`config.mk`:
```
export PLATFORM = sky130hd
export DESIGN_NAME = dcbq_gain
export DESIGN_NICKNAME = d
export VERILOG_FILES = /design/src/hw/rtl/dcbq_pkg.sv /design/src/hw/rtl/dcbq_gain.sv
export SDC_FILE = /design/constraint.sdc
export NUM_CORES = 1
export LEC_CHECK = 0
export ABC_AREA = 1
export BUFFER_PORTS_ARGS = -buffer_cell sky130_fd_sc_hd__buf_2
export CAP_MARGIN = 30
export CORE_MARGIN = 10
export CORE_UTILIZATION = 35
export DETAILED_ROUTE_END_ITERATION = 10
export GPL_TIMING_DRIVEN = 0
export HOLD_SLACK_MARGIN = 0.15
export REMOVE_ABC_BUFFERS = 1
export SLEW_MARGIN = 30
export SYNTH_ARGS = -nofsm -noshare
export SYNTH_HDL_FRONTEND = slang
export SYNTH_SLANG_ARGS = --single-unit
export TNS_END_PERCENT = 20
```
`constraint.sdc`:
```
create_clock -name clk -period 9.1 [get_ports clk]
set_input_delay 0.91 -clock clk [delete_from_list [all_inputs] [get_ports clk]]
set_output_delay 0.91 -clock clk [all_outputs]
set_load 0.02 [all_outputs]
```
`src/hw/rtl/dcbq_pkg.sv`:
```
// ----------------------------------------------------------------------------
// dcbq_pkg
// Shared types, widths and coefficient tables for the DC-blocking biquad
// cascade.
// ----------------------------------------------------------------------------
package dcbq_pkg;

    // History word and fraction positions
    localparam int HIST_W   = 32;
    localparam int COEF_FRAC = 30;
    // x * 2^30 plus four 64-bit products never needs more than 67 bits
    localparam int ACC_W    = 67;
    localparam int PROD_W   = 64;
    localparam int TERMS    = 4;
    localparam int COEF_SETS = 3;

    // Output gain, Q2.30
    localparam logic signed [HIST_W-1:0] GAIN_Q30 = 32'sd1070792545;

    // Forward half of the link between two cells
    typedef struct packed {
        logic                     valid;
        logic signed [HIST_W-1:0] value;
        logic                     clip;
    } dcbq_link_t;

    // Multiplier coefficient for one term of one section, Q2.30.
    // Term order follows the history slots: x1, x2, y1, y2. The feedback
    // terms are stored negated so every term simply accumulates.
    // Sections past the last coefficient set pass their input through.
    function automatic logic signed [HIST_W-1:0] coef_term(input int set_idx,
                                                           input logic [1:0] term);
        logic signed [HIST_W-1:0] c;
        c = '0;
        unique case (set_idx)
            0: begin
                unique case (term)
                    2'd0: c = -32'sd2147483111;
                    2'd1: c =  32'sd1073741824;
                    2'd2: c =  32'sd2147205227;
                    2'd3: c = -32'sd1073465368;
                endcase
            end
            1: begin
                unique case (term)
                    2'd0: c = -32'sd2147483326;
                    2'd1: c =  32'sd1073741824;
                    2'd2: c =  32'sd2146233061;
                    2'd3: c = -32'sd1072494093;
                endcase
            end
            2: begin
                unique case (term)
                    2'd0: c = 32'h8000_0000;
                    2'd1: c =  32'sd1073741824;
                    2'd2: c =  32'sd2143104714;
                    2'd3: c = -32'sd1069369257;
                endcase
            end
            default: c = '0;
        endcase
        return c;
    endfunction

endpackage

```
`src/hw/rtl/dcbq_gain.sv`:
```
// ----------------------------------------------------------------------------
// dcbq_gain
// Output stage: scales the cascade result by the fixed gain, rounds,
// saturates to the sample width and holds the result for the receiver.
// ----------------------------------------------------------------------------
module dcbq_gain
    import dcbq_pkg::*;
#(
    parameter int SAMPLE_WIDTH = 24
) (
    input  logic                          clk,
    input  logic                          rst_n,
    input  dcbq_link_t                    up,
    output logic                          up_ready,
    output logic                          out_valid,
    input  logic                          out_ready,
    output logic signed [SAMPLE_WIDTH-1:0] out_sample,
    output logic                          out_clip
);

    logic                           busy_reg;
    logic                           have_prod_reg;
    logic signed [HIST_W-1:0]       y_reg;
    logic                           clip_reg;
    logic signed [PROD_W-1:0]       prod_reg;
    logic                           out_valid_reg;
    logic signed [SAMPLE_WIDTH-1:0] out_sample_reg;
    logic                           out_clip_reg;

    logic signed [PROD_W-1:0]       rounded;
    logic signed [PROD_W-COEF_FRAC-1:0] scaled;
    logic signed [SAMPLE_WIDTH-1:0] sat_next;
    logic                           sat_clip;
    logic                           finish;

    assign up_ready = !busy_reg;
    assign finish   = busy_reg && have_prod_reg && (!out_valid_reg || out_ready);

    // round half up, floor shift, saturate
    always_comb
    begin
        rounded  = prod_reg + (PROD_W'(1) <<< (COEF_FRAC - 1));
        scaled   = rounded[PROD_W-1:COEF_FRAC];
        sat_next = scaled[SAMPLE_WIDTH-1:0];
        sat_clip = 1'b0;
        if (scaled[PROD_W-COEF_FRAC-1:SAMPLE_WIDTH-1] != '0 &&
            scaled[PROD_W-COEF_FRAC-1:SAMPLE_WIDTH-1] != '1)
        begin
            sat_clip = 1'b1;
            sat_next = scaled[PROD_W-COEF_FRAC-1]
                       ? {1'b1, {(SAMPLE_WIDTH-1){1'b0}}}
                       : {1'b0, {(SAMPLE_WIDTH-1){1'b1}}};
        end
    end

    // control
    always_ff @(posedge clk or negedge rst_n)
    begin
        if (!rst_n)
        begin
            busy_reg      <= 1'b0;
            have_prod_reg <= 1'b0;
            out_valid_reg <= 1'b0;
        end
        else
        begin
            if (out_valid_reg && out_ready)
            begin
                out_valid_reg <= 1'b0;
            end
            if (!busy_reg)
            begin
                if (up.valid)
                begin
                    busy_reg      <= 1'b1;
                    have_prod_reg <= 1'b0;
                end
            end
            else if (!have_prod_reg)
            begin
                have_prod_reg <= 1'b1;
            end
            else if (finish)
            begin
                busy_reg      <= 1'b0;
                have_prod_reg <= 1'b0;
                out_valid_reg <= 1'b1;
            end
        end
    end

    // datapath
    always_ff @(posedge clk)
    begin
        if (!busy_reg && up.valid)
        begin
            y_reg    <= up.value;
            clip_reg <= up.clip;
        end
        if (busy_reg && !have_prod_reg)
        begin
            prod_reg <= y_reg * GAIN_Q30;
        end
        if (finish)
        begin
            out_sample_reg <= sat_next;
            out_clip_reg   <= clip_reg | sat_clip;
        end
    end

    assign out_valid  = out_valid_reg;
    assign out_sample = out_sample_reg;
    assign out_clip   = out_clip_reg;

endmodule

```
# Word-level counts from Yosys, hierarchy flattened
# Index checks and enable logic that the tools add are counted.
# Widths: inputs -> output; s select.
dict set report word_totals {
  ff_bits 125
}
dict set report op_classes {
  n_mul 1
  eq_ne 1
  n_reduce_logical 12
  bitwise 1
  add_sub_neg 1
  mux 13
}
# operator n
set ops {}
lappend ops {{$add 64x31->64 const B} 1}
lappend ops {{$mul 32x31->63 const B} 1}
lappend ops {{$mux 24} 2}
lappend ops {{$mux 1} 11}
lappend ops {{$ne 11x11->1 const B} 1}
lappend ops {{$reduce_bool 11->1} 1}
lappend ops {{$logic_and 1x1->1} 6}
lappend ops {{$logic_not 1->1} 3}
lappend ops {{$reduce_bool 2->1} 1}
lappend ops {{$logic_or 1x1->1} 1}
lappend ops {{$or 1x1->1} 1}

# Logic depth before layout (Yosys ltp)
dict set report logic_depth {
  word_depth 6
  ltp_mapped 27
}

# Worst setup path before layout
# No wires, ideal clock.
dict set report synth_path {
  path_type {reg-to-reg}
  from {register y_reg[31]}
  to {register prod_reg[61] (data pin)}
  slack_ns 1.855
  path_stages_with_launch 25
  path_buffers 1
  arrival_time_ns 6.992
  cell_sequence {edfxtp_1 > clkbuf_1 > inv_1 > fa_1 > inv_1 > fa_1 > fa_1 > inv_1 > fa_1 > inv_1 > fa_1 > inv_1 > fa_1 > inv_1 > ha_1 > ha_1 > nand2_1 > nor3_1 > inv_1 > nor2_1 > nand2_1 > nor3_1 > nand2_1 > nand3_1 > nand2_1}
}
dict set report synth_via {
  elab_chain_cells 1
}
# item line_no
set synth_rtl {}
lappend synth_rtl {{from (decl)} dcbq_gain.sv:23} ;# logic signed [HIST_W-1:0] y_reg;
lappend synth_rtl {{from (signal assigned)} dcbq_gain.sv:97} ;# y_reg <= up.value;
lappend synth_rtl {{$mul 32x31->63} dcbq_gain.sv:102} ;# prod_reg <= y_reg * GAIN_Q30;
lappend synth_rtl {{to (signal assigned)} dcbq_gain.sv:102}
lappend synth_rtl {{to (decl)} dcbq_gain.sv:25} ;# logic signed [PROD_W-1:0] prod_reg;
# No other way between the ends.
# A chain may end at the register's enable or synchronous reset.

# Worst setup path after layout
dict set report layout_path {
  from {register y_reg[31]}
  to {register prod_reg[54] (data pin)}
}
# Same word-level chain as after synthesis.

==> metrics.md <==
| Metric | Value |
|---|---|
| Status | finished, final reports clean |
| Core box area | 68800 um^2 |
| Diodes inserted | 0 |
| Clock buffer depth | 2 |
| 1st-iter DRT viols | 1189 |
| Count leader, synth | inv_1 |
| GRT Total Usage | 16.6% |
| CP max stage delay | 0.76 ns |
| Initial Util | 35.4% |
| Syn avg cell area | 9.11 um^2 |
| DR WL/cell | 18.1 um |
| Max Cap Violations | 0 |
| Area of the die | 80600 um^2 |
| Vias | 17000 |
| Final Hold Violating Endpoints | 0 |
| DRT Pass-1 Iters | 5 |
| FP Rows | 96 |
| Final period util | 81.9% |
| Max reg flops | 34 |
| WL met3 | 3270 um |
| Layout net count | 3599 |
| Clk_skew | 0.0165 ns |
| Top cells by count, synth | inv_1, fa_1, nand2_1 |
| Register area share after synthesis | 11.6% |
| CP Launch Type | flop |
| EDFF count, synth | 92 |
| RSZ-0062 raised after global routing | no |
| CP dominant cell by count | inv_1 |
| Worst path cell trace | buf_6 -> ha_1 -> xnor2_1 -> ha_1 -> inv_1 -> fa_1 -> inv_1 -> fa_1 -> fa_1 -> fa_1 -> inv_1 -> fa_1 -> inv_1 -> ha_1 -> ha_1 -> nand2_1 -> nor2_1 -> inv_1 -> nor2_1 -> inv_1 -> nor4_1 -> o21ai_0 -> nand4_1 -> nand2_1 |
| CTS Buf Count | 9 |
| Worst skew pair latency | 0.40 ns |
| Critical Path Start | y_reg[31]$_DFFE_PP_ |
| First-pass GRT wire length | 102000 um |
| Post-Syn Instances | 2674 |
| Vert. Die Dim | 284 um |
| Area Growth Syn to Fin | 7.56% |
| Routed Antenna Nets | 0 |
| Buffers on Ports | 63 |
| CP top delay family | adder cells |
| Slew margin rel. | 49.8% |
| Critical path class | flop to flop |
| CP bufs+invs | 7 |
| FMAX | 134 MHz |
| Reg-to-Reg Start | y_reg[31]$_DFFE_PP_ |
| Last element of the critical path | prod_reg[54]$_DFFE_PP_ |
| CP max-delay cell | edfxtp_1 |
| Root buf cell | clkbuf_16 |
| Wire length on met2 | 32100 um |
| Post-CTS setup buffer count | 0 |
| Worst-Margin Slew | 0.753 ns |
| Hold buffer count at cts | 0 |
| Worst path depth | 24 |
| Post-synth top area cell | fa_1 |
| Largest net degree at the start of global routing | 28 |
| Post-layout util | 38.1% |
| Ys Warns | 0 |
| Synth Flop Type | edfxtp_1 |
| Vias/cell | 4.62 |
| CP endpoint kind | flop |
| Number of global-route vias before repair | 17500 |
| Top Layer Used | met4 |
| Yosys cell types | 34 |
| CTS resizes | 0 |
| Yosys top cell area share | 38.0% |
| Sum of routed wire length over all layers | 66500 um |
| Reg2reg path depth | 24 |
| Chip width | 284 um |
| Total grt overflow | 0 |
| Setup Viol. Count Final | 0 |
| Initial antenna violation count | 0 |
| Routability cong. | 0.946 |
| Post-route DRC violation count | 0 |
| TritonCTS sink count | 95 |
| Worst EP required | 9.26 ns |
| Setup TNS | 0 ns |
| Area of the mapped netlist | 24400 um^2 |
| Routed length on met1 | 29900 um |
| Flop2flop setup slack | 1.65 ns |
| Worst Path Arrival | 7.61 ns |
| H-tree depth reported by CTS | 3 |
| Clock transition at the registers of the reported paths | 0.09 ns |
| DPL Wire Length | 61000 um |
| CTS tree | yes |
| Post-synth ARST share | 3.16% |
| Reg2reg end | prod_reg[54]$_DFFE_PP_ |
| CP Max Fanout | 17 |
| Top post-synthesis cells by area | fa_1, ha_1, inv_1 |
| Min-delay worst type | input pin to asynchronous set/reset pin |
| Share of cells above drive strength 1 | 4.18% |
| Ports | 64 |
| Min cycle time layout | 7.45 ns |
| Max Slew Vio Count | 0 |
| Yosys reg bits | 95 |
## worst min-delay path by stage
stage | startpoint | to | cells past startpoint
4_1_cts | rst_n | out_valid$_DFF_PN0_ | 1
3_5_place_dp | out_valid$_DFF_PN0_ | out_valid$_DFF_PN0_ | 2
6_report | rst_n | out_valid$_DFF_PN0_ | 1
3_3_place_gp | out_valid$_DFF_PN0_ | out_valid$_DFF_PN0_ | 2
2_1_floorplan | clip_reg$_DFFE_PP_ | out_clip$_DFFE_PP_ | 2
5_1_grt | rst_n | out_valid$_DFF_PN0_ | 1
## through the flow
| stage | instance area [um^2] | setup slack (ns) | hold WS (ns) | instances |
|---|---|---|---|---|
| 2_1_floorplan | 24300 | 1.58 | 0.480 | 2667 |
| 3_5_place_dp | 25900 | 1.72 | 0.479 | 3667 |
| 5_1_grt | 26200 | 1.22 | 0.281 | 3683 |
| 6_report | 26200 | 1.65 | 0.295 | 3683 |
| 4_1_cts | 26200 | 1.67 | 0.276 | 3683 |
| 3_3_place_gp | 25800 | 0.0908 | 0.470 | 3661 |
## logic make-up (layout without fill, tap and decap cells)
logic type	count (synthesis)	after routing	share of synthesized area (%)
compound gates	203	203	4.65
xor+xnor	120	120	4.31
fa+ha+maj	815	815	56.1
buf+inv	752	830	11.7
flops	95	95	11.6
simple gates	689	689	11.6
## per-layer routing
layer	global-route usage [%]	vias up
met2	27.9	421
li1	-	8185
met5	0	-
met3	1.90	51
met1	22.7	8364
met4	3.56	0
## cells in the final DEF (no fill, tap or decap), types with 4 or more instances in the layout
master / netlist / final
o21ai_0: 59 / 59
nand2_1: 392 / 392
nand4_1: 7 / 7
xnor2_1: 45 / 45
o21a_1: 7 / 7
buf_2: 0 / 63
a21oi_1: 95 / 95
clkbuf_16: 0 / 9
o21bai_1: 12 / 12
a21o_1: 21 / 21
inv_1: 743 / 742
nor2_1: 191 / 189
nand3_1: 53 / 53
nor2_4: 3 / 5
ha_1: 352 / 352
nor3_1: 15 / 15
edfxtp_1: 92 / 92
a31oi_1: 5 / 5
xor2_1: 75 / 75
nor2_2: 9 / 9
nand2_2: 6 / 6
nand3b_1: 4 / 4
fa_1: 463 / 463
## cell type report
type	count	area [um^2]
inverter	745	2800
clock inverter	7	67.6
sequential	95	2840
multi-input combinational	1827	18700
clock buffer	9	225
tap	931	1160
timing repair buffer	69	432
fill	6971	42600
Power is not shown: default switching activity piles up to over one toggle a cycle in this logic, so the estimate is an artifact.
