`src/hw/rtl/dcbq_pkg.sv`:
```
// ----------------------------------------------------------------------------
// dcbq_pkg
// Shared types, widths and coefficient tables for the DC-blocking biquad
// cascade.
// ----------------------------------------------------------------------------
package dcbq_pkg;

    // History word and fraction positions
    localparam int HIST_W   = 32;
    localparam int COEF_FRAC = 30;
    // x * 2^30 plus four 64-bit products never needs more than 67 bits
    localparam int ACC_W    = 67;
    localparam int PROD_W   = 64;
    localparam int TERMS    = 4;
    localparam int COEF_SETS = 3;

    // Output gain, Q2.30
    localparam logic signed [HIST_W-1:0] GAIN_Q30 = 32'sd1070792545;

    // Forward half of the link between two cells
    typedef struct packed {
        logic                     valid;
        logic signed [HIST_W-1:0] value;
        logic                     clip;
    } dcbq_link_t;

    // Multiplier coefficient for one term of one section, Q2.30.
    // Term order follows the history slots: x1, x2, y1, y2. The feedback
    // terms are stored negated so every term simply accumulates.
    // Sections past the last coefficient set pass their input through.
    function automatic logic signed [HIST_W-1:0] coef_term(input int set_idx,
                                                           input logic [1:0] term);
        logic signed [HIST_W-1:0] c;
        c = '0;
        unique case (set_idx)
            0: begin
                unique case (term)
                    2'd0: c = -32'sd2147483111;
                    2'd1: c =  32'sd1073741824;
                    2'd2: c =  32'sd2147205227;
                    2'd3: c = -32'sd1073465368;
                endcase
            end
            1: begin
                unique case (term)
                    2'd0: c = -32'sd2147483326;
                    2'd1: c =  32'sd1073741824;
                    2'd2: c =  32'sd2146233061;
                    2'd3: c = -32'sd1072494093;
                endcase
            end
            2: begin
                unique case (term)
                    2'd0: c = 32'h8000_0000;
                    2'd1: c =  32'sd1073741824;
                    2'd2: c =  32'sd2143104714;
                    2'd3: c = -32'sd1069369257;
                endcase
            end
            default: c = '0;
        endcase
        return c;
    endfunction

endpackage

```
`src/hw/rtl/dcbq_cell.sv`:
```
// ----------------------------------------------------------------------------
// dcbq_cell
// One direct-form-I biquad section. Holds its own x1/x2/y1/y2 history and
// works through the four products on a local multiplier, then hands the
// rounded, saturated result to the next cell.
// ----------------------------------------------------------------------------
module dcbq_cell
    import dcbq_pkg::*;
#(
    parameter int CELL_INDEX = 0
) (
    input  logic       clk,
    input  logic       rst_n,
    input  dcbq_link_t up,
    output logic       up_ready,
    output dcbq_link_t down,
    input  logic       down_ready
);

    localparam logic [2:0] LAST_STEP = 3'd5;

    logic                     busy_reg;
    logic [2:0]               step_reg;
    logic signed [HIST_W-1:0] x_reg;
    logic                     clip_reg;
    logic signed [ACC_W-1:0]  acc_reg;
    logic signed [PROD_W-1:0] prod_reg;
    logic signed [HIST_W-1:0] hist_reg [TERMS];
    logic                     out_valid_reg;
    logic signed [HIST_W-1:0] out_value_reg;
    logic                     out_clip_reg;

    logic signed [HIST_W-1:0] y_next;
    logic                     y_clip;
    logic                     finish;
    logic                     slot_free;
    logic signed [HIST_W-1:0] mul_coef;
    logic signed [HIST_W-1:0] mul_hist;

    assign up_ready  = !busy_reg;
    assign slot_free = !out_valid_reg || down_ready;
    assign finish    = busy_reg && (step_reg == LAST_STEP) && slot_free;

    // multiplier operands by step: x1, x2, y1, y2
    assign mul_coef = coef_term(CELL_INDEX, step_reg[1:0]);
    assign mul_hist = hist_reg[step_reg[1:0]];

    // round already folded into acc; drop fraction and saturate to 32 bits
    always_comb
    begin
        y_next = acc_reg[COEF_FRAC +: HIST_W];
        y_clip = 1'b0;
        if (acc_reg[ACC_W-1:COEF_FRAC+HIST_W-1] != '0 &&
            acc_reg[ACC_W-1:COEF_FRAC+HIST_W-1] != '1)
        begin
            y_clip = 1'b1;
            y_next = acc_reg[ACC_W-1] ? {1'b1, {(HIST_W-1){1'b0}}}
                                      : {1'b0, {(HIST_W-1){1'b1}}};
        end
    end

    // control and history
    always_ff @(posedge clk or negedge rst_n)
    begin
        if (!rst_n)
        begin
            busy_reg      <= 1'b0;
            step_reg      <= '0;
            out_valid_reg <= 1'b0;
            for (int i = 0; i < TERMS; i++)
            begin
                hist_reg[i] <= '0;
            end
        end
        else
        begin
            if (out_valid_reg && down_ready)
            begin
                out_valid_reg <= 1'b0;
            end
            if (!busy_reg)
            begin
                if (up.valid)
                begin
                    busy_reg <= 1'b1;
                    step_reg <= '0;
                end
            end
            else if (step_reg != LAST_STEP)
            begin
                step_reg <= step_reg + 3'd1;
            end
            else if (finish)
            begin
                busy_reg      <= 1'b0;
                out_valid_reg <= 1'b1;
                hist_reg[1]   <= hist_reg[0];
                hist_reg[0]   <= x_reg;
                hist_reg[3]   <= hist_reg[2];
                hist_reg[2]   <= y_next;
            end
        end
    end

    // datapath: load, multiply, accumulate
    always_ff @(posedge clk)
    begin
        if (!busy_reg && up.valid)
        begin
            x_reg    <= up.value;
            clip_reg <= up.clip;
            acc_reg  <= (ACC_W'(up.value) <<< COEF_FRAC)
                        + (ACC_W'(1) <<< (COEF_FRAC - 1));
        end
        if (busy_reg && step_reg < 3'(TERMS))
        begin
            prod_reg <= mul_coef * mul_hist;
        end
        if (busy_reg && step_reg >= 3'd1 && step_reg <= 3'(TERMS))
        begin
            acc_reg <= acc_reg + ACC_W'(prod_reg);
        end
        if (finish)
        begin
            out_value_reg <= y_next;
            out_clip_reg  <= clip_reg | y_clip;
        end
    end

    assign down.valid = out_valid_reg;
    assign down.value = out_value_reg;
    assign down.clip  = out_clip_reg;

endmodule

```
`config.mk`:
```
export PLATFORM = sky130hd
export DESIGN_NAME = dcbq_cell
export DESIGN_NICKNAME = d
export VERILOG_FILES = /design/src/hw/rtl/dcbq_pkg.sv /design/src/hw/rtl/dcbq_cell.sv
export SDC_FILE = /design/constraint.sdc
export NUM_CORES = 2
export LEC_CHECK = 0
export ABC_AREA = 1
export BUFFER_PORTS_ARGS = -buffer_cell sky130_fd_sc_hd__buf_2
export CAP_MARGIN = 5
export CORE_ASPECT_RATIO = 0.75
export CORE_UTILIZATION = 45
export CTS_BUF_LIST = sky130_fd_sc_hd__clkbuf_4
export CTS_CLUSTER_DIAMETER = 120
export CTS_CLUSTER_SIZE = 12
export DETAILED_ROUTE_END_ITERATION = 10
export GPL_TIMING_DRIVEN = 0
export PLACE_DENSITY = 0.57
export RECOVER_POWER = 50
export SLEW_MARGIN = 10
export SYNTH_ARGS = -nofsm -noshare
export SYNTH_HDL_FRONTEND = slang
export SYNTH_SLANG_ARGS = --single-unit
```
`constraint.sdc`:
```
create_clock -name clk -period 13.2 [get_ports clk]
set_clock_uncertainty 0.15 [all_clocks]
set_input_delay 0.66 -clock clk [delete_from_list [all_inputs] [get_ports clk]]
set_output_delay 0.66 -clock clk [all_outputs]
set_load 0.005 [all_outputs]
```
# Word-level counts from Yosys, hierarchy flattened
# Cells that the tools add are included.
totals:
  regBits: 330
  input_bits: 37
  output_inout_bits: 35
  wordCells: 68
classes:
  addsub: 3
  mul: 1
  magnitude_cmp: 4
  eq_ne: 7
  n_mux: 20
  n_bitwise: 3
  n_reduce_logical: 17
ops:
  columns: ["cell", "count"]
  rows:
  - ["67-bit 2-to-1 mux", 2]
  - ["32-bit 2-to-1 mux", 4]
  - ["32-bit one-hot mux with 4 select lines", 1]
  - ["67-bit by 64-bit adder with 67-bit output", 1]
  - ["32-bit binary-select mux with 2-bit select", 1]
  - ["32-bit by 32-bit multiplier with 64-bit output", 1]
  - ["62-bit by 31-bit adder with 63-bit output, second input constant", 1]
  - ["1-bit 2-to-1 mux", 9]
  - ["3-bit 2-to-1 mux", 3]
  - ["1-bit logical AND", 8]
  - ["6-bit != test, second input constant", 1]
  - ["6-bit nonzero test", 1]
  - ["2-bit equality test, second input constant", 2]
  - ["2-bit nonzero test", 2]
  - ["3-bit by 1-bit adder with 3-bit output, second input constant", 1]
  - ["3-bit equality test, second input constant", 1]
  - ["3-bit by 1-bit greater-or-equal comparator with 1-bit output, second input constant", 1]
  - ["3-bit greater-or-equal comparator, second input constant", 1]
  - ["3-bit less-or-equal comparator, second input constant", 1]
  - ["3-bit < comparator, second input constant", 1]
  - ["3-bit != test, second input constant", 1]
  - ["2-bit inverter with 3-bit output", 1]
  - ["3-bit AND reduction", 1]
  - ["2-bit by 1-bit equality test with 1-bit output, second input constant", 1]
  - ["other kinds (7)", 8]

# Logic depth before layout (Yosys ltp)
depth:
  ltp_word: 6
  ltp_mapped: 36
  depth_no_buf: 33

# Least setup slack after synthesis
# No wires, ideal clock.
synth_timing:
  path_kind: "register -> register"
  startpoint: "register step_reg[0]"
  endpoint: "register prod_reg[54], data pin"
  setup_time_ps: 253
  arrival_time_ps: 8461
  t_required_ps: 12797
  setup_slack_ps: 4336
  path_stages_with_launch: 29
  n_path_buf: 5
  synth_period_minus_slack_ps: 8864
  cell_sequence: "dfrtp_1 buf_4 buf_6 clkbuf_1 inv_1 ha_1 clkbuf_1 buf_1 nor2_1 fa_1 fa_1 fa_1 fa_1 inv_1 fa_1 inv_1 fa_1 inv_1 fa_1 fa_1 inv_1 ha_1 a21oi_1 a21boi_0 o21a_1 a21boi_0 nand3_1 nand2_1 nand2_1"
synth_via:
  elab_chain_cells: 5
  word_cells_on_any_way: 10
  cone_classes: "mul (1); eq/ne (3); mux (4); bitwise (1); reduce/logical (1)"
synth_lines:
  columns: ["item", "line", "text"]
  rows:
  - ["start: declaration", "dcbq_cell.sv:23", "logic [2:0] step_reg;"]
  - ["start signal: assignment", "dcbq_cell.sv:91", "step_reg <= step_reg + 3'd1;"]
  - ["2-bit inverter with 3-bit output (not written as such)", "dcbq_cell.sv:46", "assign mul_hist = hist_reg[step_reg[1:0]];"]
  - ["32-bit binary-select mux with 2-bit select", "dcbq_cell.sv:46", null]
  - ["32-bit 2-to-1 mux (not written as such) (2 in a row)", "dcbq_cell.sv:46", null]
  - ["32-bit by 32-bit multiplier with 64-bit output (*)", "dcbq_cell.sv:117", "prod_reg <= mul_coef * mul_hist;"]
  - ["end signal: assignment", "dcbq_cell.sv:117", null]
  - ["end: declaration", "dcbq_cell.sv:27", "logic signed [PROD_W-1:0] prod_reg;"]
# Mark *: on every way between the ends. The rest lies on a longest branch, timed or not. The select of a mux whose other input is x is not followed.
# A chain may end at the register's enable or synchronous reset.

# Final worst setup path
layout_timing:
  startpoint: "register step_reg[0]"
  endpoint: "register prod_reg[62], data pin"
# Same word-level chain as after synthesis.

==> summary.md <==
| Metric | Value |
|---|---|
| Status | finished, violations left |
| Failing checks | max-capacitance violations, max-slew violations |
| # IOs | 72 |
| Via density per instance | 5.30 |
| Gp weighted congestion | 1.07 |
| Grt total ovfl | 0 |
| Post-synthesis xor/xnor area fraction | 1.18% |
| Most common flop cell mapped by yosys | edfxtp_1 |
| Core footprint | 104000 um2 |
| Top cells by area, synth | fa_1 (37%), edfxtp_1 (12%), inv_1 (11%) |
| HP Class | flip-flop to flip-flop |
| #FFs+latches synth | 330 |
| TritonRoute pass-1 iters | 6 |
| FF-to-FF End | prod_reg[62]$_DFFE_PP_ |
| Synth unique cells | 49 |
| Hold Crit Depth | 2 |
| Wire per inst | 24.7 um |
| Final #Nets | 6853 |
| CTS tree | done |
| Cts repair resizes | 0 |
| Peak Freq | 80.5 MHz |
| Clk sinks | 330 |
| Period utilisation layout | 94.1% |
| Post-Synthesis Cell Area | 47700 um2 |
| Simple-gate share of the synthesized area | 16.0% |
| Critical Path RT | 13670 ps |
| Die height | 284 um |
| Count of final max-slew check failures | 229 |
| Dominant cell by count in the synthesized netlist | inv_1 |
| Final hold vios | 0 |
| Finish-stage setup viols | 0 |
| Ys async rst share | 40.3% |
| Horiz. Die Dim | 378 um |
| Crit-path most repeated cell | fa_1 |
| Die ar. | 107000 um2 |
| Cells on worst reg2reg path | 33 |
| Initial Utilization | 45.8% |
| Critical Path Max Stage Delay | 1070 ps |
| First-iteration detailed-routing DRC count | 4156 |
| Placed instance count | 6971 |
| Vias in the first global route | 36.8k |
| Root Buffer | clkbuf_4 |
| Syn nets | 6704 |
| CP endpoint kind | flip-flop |
| Vias | 37.4k |
| Post-synth top area cell | fa_1 |
| Initial antenna violation count | 5 |
| Max H-tree Level | 1 |
| Clock transition at the registers of the reported paths | 200 ps |
| Unrepaired setup endpoints after global routing | false |
| Worst Max-Slew Pin Slew | 3950 ps |
| Hold Crit Start | x_reg[27]$_DFFE_PP_ |
| Hold Buf Count CTS | 36 |
| Total Routed Length | 174 mm |
| Row count | 102 |
| Most frequent cells after synthesis | inv_1 (1363), nand2_1 (998), fa_1 (869) |
| Cell count after synthesis | 5488 |
| CP startpoint kind | flip-flop |
| Port buffer count | 71 |
| # DRC | 0 |
| Layout cell share with drive strength beyond 1 | 4.93% |
| Mux contribution to synthesized area | 0% |
| Adder-cell share of the synthesized area | 44.6% |
| ANT nets after route | 0 |
| Number of CTS-inserted buffers | 31 |
| YS warnings | 0 |
| Total global-route track usage | 33.5% |
| Post-CTS Setup Bufs | 0 |
| Reg-to-reg slack, setup | 780 ps |
| Global-route wire length before repair | 255 mm |
| Maximum number of pins on one net before global-route repair | 69 |
| Post-Syn Area per Cell | 8.68 um2 |
| Hpwl dp | 153 mm |
| Post-synth EDFFs | 197 |
| Setup CP Type | flip-flop to flip-flop |
| CP arrival | 12890 ps |
| Clock Path Buffers | 3 |
| Max FFs per register | 128 |
| Area delta synth->final | 6.16% |
| Worst Path Max Fanout | 11 |
| Compound-Gate Fraction of Synth Area | 6.90% |
| Hold Path End | hist_reg[123]$_DFFE_PN0P_ |
| Total negative setup slack | 0 ps |
| Maxcap violations | 6 |
| Combinational family with the most area after synthesis | adder cells |
| Final critical-path required period | 12420 ps |
| Sequential-to-total area share from yosys stat | 19.4% |
| Share of the synthesized area in the top cell type | 36.5% |
| Slew HR | -163% |
| Final Util | 48.6% |
| Worst R2R Start | step_reg[0]$_DFFE_PN0P_ |
| Critical path's slowest cell | fa_1 |
| Final cell count without fillers | 7065 |
| Clk_lat worst skew | 920 ps |
## final cells by class
type / count / area, um2
inverter: 1399 / 5250
buffer: 93 / 402
multi-input combinational: 3666 / 32800
sequential: 330 / 9240
fill: 10400 / 53600
clock inverter: 2 / 16.3
antenna: 3 / 7.51
clock buffer: 52 / 390
tap: 1404 / 1760
timing repair buffer: 116 / 769
## critical path, delay by kind of cell, from the launching register on
kind            cells  cell delay [ps]
flops               1              580
buf+inv            12             3810
compound gates      3              640
simple gates        8             1170
fa+ha+maj          10             5780
## per-layer routing
metal / vias to the layer above / GRT usage (%) / share of wire, %
met5: - / 0 / 0.019
met4: 4 / 4.88 / 1.7
met1: 18800 / 54.3 / 47
li1: 16800 / - / -
met2: 1691 / 42.4 / 38
met3: 140 / 11.7 / 13
## how the worst max path moves through the flow
stage	from	end	slack (ps)	cells after the start
after detailed placement	step_reg[0]$_DFFE_PN0P_	prod_reg[62]$_DFFE_PP_	1050	33
final	step_reg[0]$_DFFE_PN0P_	prod_reg[62]$_DFFE_PP_	780	33
after floorplan	step_reg[0]$_DFFE_PN0P_	prod_reg[54]$_DFFE_PP_	4340	28
after CTS	step_reg[0]$_DFFE_PN0P_	prod_reg[62]$_DFFE_PP_	960	33
after global routing	step_reg[0]$_DFFE_PN0P_	prod_reg[56]$_DFFE_PP_	530	31
after global placement	step_reg[0]$_DFFE_PN0P_	prod_reg[62]$_DFFE_PP_	1020	33
## kinds of logic (layout without fill, tap and decap cells)
kind of cell	count (synthesis)	after routing
other	0	3
AO/OA/AOI/OAI	613	613
XOR/XNOR	64	64
buffers and inverters	1492	1662
flip-flops	330	330
AND/OR/NAND/NOR	1810	1810
adder cells (fa/ha/maj)	1179	1179
## through the flow
step                cell area (um2)  hold WS, ps  setup WS [ps]
finish                        50600          318            779
detailed placement            50000          295           1050
CTS                           50700          154            964
global placement              49800          288           1020
floorplan                     47700          214           4340
global route                  50600          314            527
## layout by cell type, fill, tap and decap left out, drive strengths merged, types with 5 or more instances in the layout
| master | Yosys | routed |
|---|---|---|
| clkbuf | 53 | 169 |
| o21bai | 25 | 25 |
| ha | 310 | 310 |
| xor2 | 48 | 48 |
| a21oi | 241 | 241 |
| edfxtp | 197 | 197 |
| buf | 40 | 56 |
| o21ai | 304 | 304 |
| clkinv | 5 | 6 |
| nor3 | 23 | 23 |
| nand3b | 11 | 11 |
| nand3 | 154 | 154 |
| nor4 | 10 | 10 |
| dlygate4sd3 | 0 | 36 |
| a21o | 7 | 7 |
| a31oi | 7 | 7 |
| nor2 | 522 | 522 |
| nand2 | 1048 | 1048 |
| xnor2 | 16 | 16 |
| o211ai | 5 | 5 |
| dfrtp | 133 | 133 |
| nand4 | 33 | 33 |
| o21a | 19 | 19 |
| fa | 869 | 869 |
| inv | 1394 | 1394 |
Power is left out: the tool's default activity adds up to more than one toggle a clock period on the data nets, which glitch-free logic cannot reach.
